--- config.mk ---
export PLATFORM = sky130hd
export DESIGN_NAME = slgc_set_div
export DESIGN_NICKNAME = d
export VERILOG_FILES = /design/src/rtl/slgc_pkg.sv /design/src/rtl/slgc_set_div.sv
export SDC_FILE = /design/constraint.sdc
export NUM_CORES = 1
export LEC_CHECK = 0
export ABC_AREA = 1
export BUFFER_PORTS_ARGS = -buffer_cell sky130_fd_sc_hd__buf_2
export CORE_MARGIN = 10
export CORE_UTILIZATION = 50
export CTS_BUF_LIST = sky130_fd_sc_hd__clkbuf_8
export DETAILED_ROUTE_END_ITERATION = 10
export GPL_TIMING_DRIVEN = 0
export PLACE_DENSITY_LB_ADDON = 0.2
export RECOVER_POWER = 50
export SLEW_MARGIN = 40
export SYNTH_ARGS = -nofsm -noshare
export SYNTH_HDL_FRONTEND = slang
export SYNTH_SLANG_ARGS = --single-unit
--- constraint.sdc ---
create_clock -name i_clk -period 6 [get_ports i_clk]
set_input_delay 0 -clock i_clk [delete_from_list [all_inputs] [get_ports i_clk]]
set_output_delay 0 -clock i_clk [all_outputs]
set_load 0.05 [all_outputs]
--- src/rtl/slgc_pkg.sv ---
// ============================================================================
// slgc_pkg: shared types and constants of the glyph cache tag store
// Holds the transaction payload types, the tag entry layout, the hash
// multiplier and the result status codes.
// ============================================================================
package slgc_pkg;

    // Default geometry.
    localparam int NUM_WAYS_DEF = 4;
    localparam int MAX_SETS_DEF = 64;

    // Field widths.
    localparam int KEY_W       = 26;
    localparam int CODE_W      = 24;
    localparam int STYLE_W     = 2;
    localparam int STAMP_W     = 32;
    localparam int SET_COUNT_W = 7;
    localparam int SLOT_W      = 8;
    localparam int HASH_W      = 32;

    // Multiplicative hash constant.
    localparam logic [HASH_W-1:0] HASH_MUL = 32'd2654435761;

    // Request kinds.
    localparam logic KIND_LOOKUP = 1'b0;
    localparam logic KIND_FLUSH  = 1'b1;

    // Result status codes.
    localparam logic [1:0] ST_HIT    = 2'd0;
    localparam logic [1:0] ST_FILLED = 2'd1;
    localparam logic [1:0] ST_NONE   = 2'd2;

    // Request payload.
    typedef struct packed {
        logic               kind;
        logic [STYLE_W-1:0] style;
        logic [CODE_W-1:0]  codepoint;
        logic               fill_ok;
    } t_in_item;

    // Result payload.
    typedef struct packed {
        logic [1:0]        status;
        logic [SLOT_W-1:0] slot_index;
    } t_out_item;

    // One way of a set as held in the tag memory.
    typedef struct packed {
        logic [KEY_W-1:0]   key;
        logic [STAMP_W-1:0] stamp;
    } t_entry;

endpackage

--- src/rtl/slgc_set_div.sv ---
// ============================================================================
// slgc_set_div: set index computation
// Hashes the key with one 32-bit multiply, then reduces the product modulo
// the set count by restoring division, one quotient bit per cycle.
// ============================================================================
module slgc_set_div #(
    parameter int SET_W = 6
) (
    input  logic                             i_clk,
    input  logic                             i_rst_n,
    input  logic                             i_start,
    input  logic [slgc_pkg::KEY_W-1:0]       i_key,
    input  logic [slgc_pkg::SET_COUNT_W-1:0] i_sets,
    output logic                             o_done,
    output logic [SET_W-1:0]                 o_set
);
    import slgc_pkg::*;

    localparam int CNT_W = $clog2(HASH_W);

    logic                   r_busy;
    logic                   r_done;
    logic [CNT_W-1:0]       r_cnt;
    logic [HASH_W-1:0]      r_prod;
    logic [SET_COUNT_W-1:0] r_rem;
    logic [SET_COUNT_W-1:0] r_sets;
    logic [SET_COUNT_W:0]   trial;
    logic [SET_COUNT_W-1:0] n_rem;

    // One restoring step: shift in the next product bit, subtract if it fits.
    always_comb begin
        trial = {r_rem, r_prod[HASH_W-1]};
        if (trial >= {1'b0, r_sets}) begin
            n_rem = SET_COUNT_W'(trial - {1'b0, r_sets});
        end else begin
            n_rem = trial[SET_COUNT_W-1:0];
        end
    end

    // Control: start loads the hashed key, then one bit per cycle.
    always_ff @(posedge i_clk) begin
        if (!i_rst_n) begin
            r_busy <= 1'b0;
            r_done <= 1'b0;
            r_cnt  <= '0;
        end else begin
            r_done <= 1'b0;
            if (i_start) begin
                r_busy <= 1'b1;
                r_cnt  <= '0;
            end else if (r_busy) begin
                r_cnt <= r_cnt + 1'b1;
                if (r_cnt == CNT_W'(HASH_W - 1)) begin
                    r_busy <= 1'b0;
                    r_done <= 1'b1;
                end
            end
        end
    end

    // Datapath: product and partial remainder.
    always_ff @(posedge i_clk) begin
        if (i_start) begin
            r_prod <= HASH_MUL * {{(HASH_W - KEY_W){1'b0}}, i_key};
            r_sets <= i_sets;
            r_rem  <= '0;
        end else if (r_busy) begin
            r_prod <= {r_prod[HASH_W-2:0], 1'b0};
            r_rem  <= n_rem;
        end
    end

    assign o_done = r_done;
    assign o_set  = SET_W'(r_rem);

endmodule

==> results.sh <==
export IMPL_run_status="finished clean"
export IMPL_synthesis_to_finish_area_growth_pct=6.50
export IMPL_hold_violations=0
export IMPL_post_drt_wl_per_cell_um=16.0
export IMPL_relSlewSlack_pct=13.5
export IMPL_finish_utilization_pct=54.5
export IMPL_top_achievable_clock_speed_ghz=0.178
export IMPL_drv_max_cap_violation_count=0
export IMPL_yosys_area_share_simple_pct=13.1
export IMPL_end_kind="flip-flop"
export IMPL_synth_compound_gate_area_share_pct=5.90
export IMPL_grt_antenna_before_repair=0
export IMPL_routed_via_count=8182
export IMPL_port_buffers=42
export IMPL_htree_num_levels=2
export IMPL_drive_above_1_share_pct=6.34
export IMPL_tns_setup_ns=0
export IMPL_syn_area_um2=11300
export IMPL_worst_endpoint_arrival_ns=5.71
export IMPL_fraction_of_the_cycle_the_final_worst_path_needs_pct=93.7
export IMPL_postSynth_asyncResetShare_pct=0
export IMPL_cts_buffers=5
export IMPL_place_area_um2=11800
export IMPL_area_of_the_placeable_core_um2=22000
export IMPL_post_route_skew_ns=0.0101
export IMPL_remaining_drc_errors=0
export IMPL_setup_viol=0
export IMPL_synth_flop_cell="edfxtp_1"
export IMPL_first_global_vias=8673
export IMPL_critPathTopFamily="adder cells"
export IMPL_main_combinational_cell_family_by_area_after_synthesis="adder cells"
export IMPL_number_of_enable_flip_flop_cells_after_synthesis=39
export IMPL_ys_types=44
export IMPL_ys_warn_count=0
export IMPL_die_area_um2=28900
export IMPL_dr_first_iter_drc_count=403
export IMPL_synthAdderAreaFrac_pct=51.2
export IMPL_post_cts_setup_buffer_count=0
export IMPL_critical_path_class="input port to flip-flop"
export IMPL_clkTransAtPathRegs_ns=0.10
export IMPL_cp_cell_sequence="buf_2 -> inv_1 -> fa_1 -> inv_1 -> fa_1 -> inv_1 -> fa_1 -> inv_1 -> fa_1 -> fa_1 -> fa_1 -> inv_1 -> fa_1 -> inv_1 -> ha_1 -> inv_1 -> nor3_1 -> nand2_1 -> nor3_2 -> nand2_1 -> nand3_1 -> nand3_1 -> nand3_1 -> nand2_1"
export IMPL_min_delay_path_class="input port to flip-flop"
export IMPL_grt_use_total_pct=19.3
export IMPL_initial_utilization_pct=51.2
export IMPL_critPathBufInv=8
export IMPL_dp_hpwl_um=23500
export IMPL_synth_fp_nets=1704
export IMPL_syn_instance_count=1315
export IMPL_synth_seq_area_share_pct=12.9
export IMPL_clk_latency_ns=0.32
export IMPL_crit_slowest_cell="fa_1"
export IMPL_die_w_um=170
export IMPL_timing_critical_path_slowest_cell_delay_ns=0.58
export IMPL_cts_buffer_depth=2
export IMPL_rsz0062_at_grt="false"
export IMPL_cts_tree="done"
export IMPL_finalMaxSlewViolations=0
export IMPL_synth_seq_cells=53
export IMPL_gp_routability_congestion=0.981
export IMPL_min_period_ns=5.62
export IMPL_num_rows=54
export IMPL_crit_path_max_fanout=6
export IMPL_die_h_um=170
export IMPL_drtAntennaViolNets=0
export IMPL_globalRouteOverflowTotal=0
export IMPL_pin_count_of_the_biggest_net_entering_global_routing=36
export IMPL_critical_path_required_ns=6.09
export IMPL_post_synth_cell_area_avg_um2=8.57
export IMPL_cts_root_buffer_cell="clkbuf_8"
export IMPL_insertedDiodeCount=0
export IMPL_postLayoutCellArea_um2=12000
export IMPL_final_fill_count=2071
export IMPL_setup_worst_path_start_class="input port"
export IMPL_yosys_area_share_xor_xnor_pct=2.80
export IMPL_transition_time_at_the_pin_with_the_least_slew_margin_ns=1.30
export IMPL_routed_wl_um=26400
export IMPL_post_drt_via_cell_ratio=4.95
export IMPL_design_portCount=43
export IMPL_synthMuxAreaShare_pct=0
export IMPL_clock_sinks=53
export IMPL_grt_first_pass_wirelength_um=44200
export IMPL_design_final_nets=1761
export IMPL_first_pass_iters=5
per-stage QoR:
| stage | setup slack (ns) | std cells | hold WS, ns |
|---|---|---|---|
| floorplan | 0.811 | 1315 | 0.0989 |
| global placement | 0.0728 | 1637 | 0.176 |
| detailed placement | 0.0681 | 1637 | 0.179 |
| CTS | 0.424 | 1653 | 0.0435 |
| global route | 0.137 | 1653 | 0.111 |
| finish | 0.380 | 1653 | 0.101 |
per-layer routing:
layer / up-vias / track usage [%] / wire (µm)
met2: 128 / 33.2 / 12900
li1: 4073 / - / -
met3: 40 / 1.37 / 715
met1: 3941 / 25.4 / 12100
met4: 0 / 5.84 / 725
met5: - / 0 / 0
cell usage after synthesis, types with 5 or more instances:
library cell	n	share of area [%]
a21oi_2	6	0.47
dfxtp_1	14	2.5
fa_1	180	32
a21o_1	5	0.33
nand2_1	226	7.5
o21ai_1	10	0.44
a31oi_1	5	0.28
edfxtp_1	39	10
or2_1	5	0.28
buf_4	9	0.60
nand4_1	7	0.39
nand2_2	7	0.39
nor3_1	7	0.31
inv_1	392	13
xnor2_1	19	1.5
a21oi_1	43	1.9
clkbuf_1	6	0.20
nand3_1	39	1.7
xor2_1	17	1.3
nor2_1	42	1.4
ha_1	173	19
o21bai_1	5	0.33
o21ai_0	22	0.98
nor2_2	8	0.44
layout make-up:
class,instances,area [µm²],share of cell area (%)
inverters,395,1480,12.4
multi-input cells,849,8220,68.5
clock buffers,5,68.8,0.573
repair buffers,50,279,2.33
plain buffers,18,108,0.897
flip-flops and latches,53,1450,12.1
well taps,280,350,2.92
clock inverters,3,41.3,0.344
worst paths after layout:
kind	from	to	slack (ns)	cells past startpoint
hold / removal	i_key[3]	r_prod[3]$_DFFE_PP_	0.10	3
setup reg to reg	r_prod[31]$_DFFE_PP_	r_rem[4]$_SDFFE_PP0P_	3.77	12
setup / recovery	i_key[11]	r_prod[31]$_DFFE_PP_	0.38	24
hold reg to reg	r_rem[6]$_SDFFE_PP0P_	r_rem[6]$_SDFFE_PP0P_	0.46	2
logic make-up (layout without fill, tap and decap cells):
family / after synthesis / after routing
AO/OA/AOI/OAI: 111 / 111
XOR/XNOR: 36 / 36
adder cells (fa/ha/maj): 353 / 353
buffers and inverters: 413 / 471
flip-flops: 53 / 53
AND/OR/NAND/NOR: 349 / 349
cells in the final DEF, fill, tap and decap left out, types with 8 or more instances in the layout:
| cell type | instances |
|---|---|
| buf_4 | 8 |
| dlygate4sd3_1 | 8 |
| xor2_1 | 17 |
| nand2_1 | 226 |
| fa_1 | 180 |
| o21ai_0 | 23 |
| ha_1 | 173 |
| dfxtp_1 | 14 |
| o21ai_1 | 10 |
| nor2_1 | 42 |
| xnor2_1 | 19 |
| edfxtp_1 | 39 |
| clkbuf_1 | 16 |
| inv_1 | 392 |
| a21oi_1 | 43 |
| nand3_1 | 39 |
| buf_2 | 34 |
| nor2_2 | 8 |
tightest hold or removal path, stage by stage:
cell and delay, ns:
buf_2 0.16, nand2_1 0.08, nand2_1 0.07
sequential cells by signal, summed over array words and instances, names as in the netlist:
signal,flops
r_cnt,5
r_rem,7
r_prod,32
o_done,1
r_busy,1
r_sets,7
what timing repair did:
action,CTS,global route
gates resized for setup,0,0
hold buffers,8,0
endpoints found under the hold margin,9,0
Power is not shown: default switching activity piles up to over one toggle a cycle in this logic, so the estimate is an artifact.
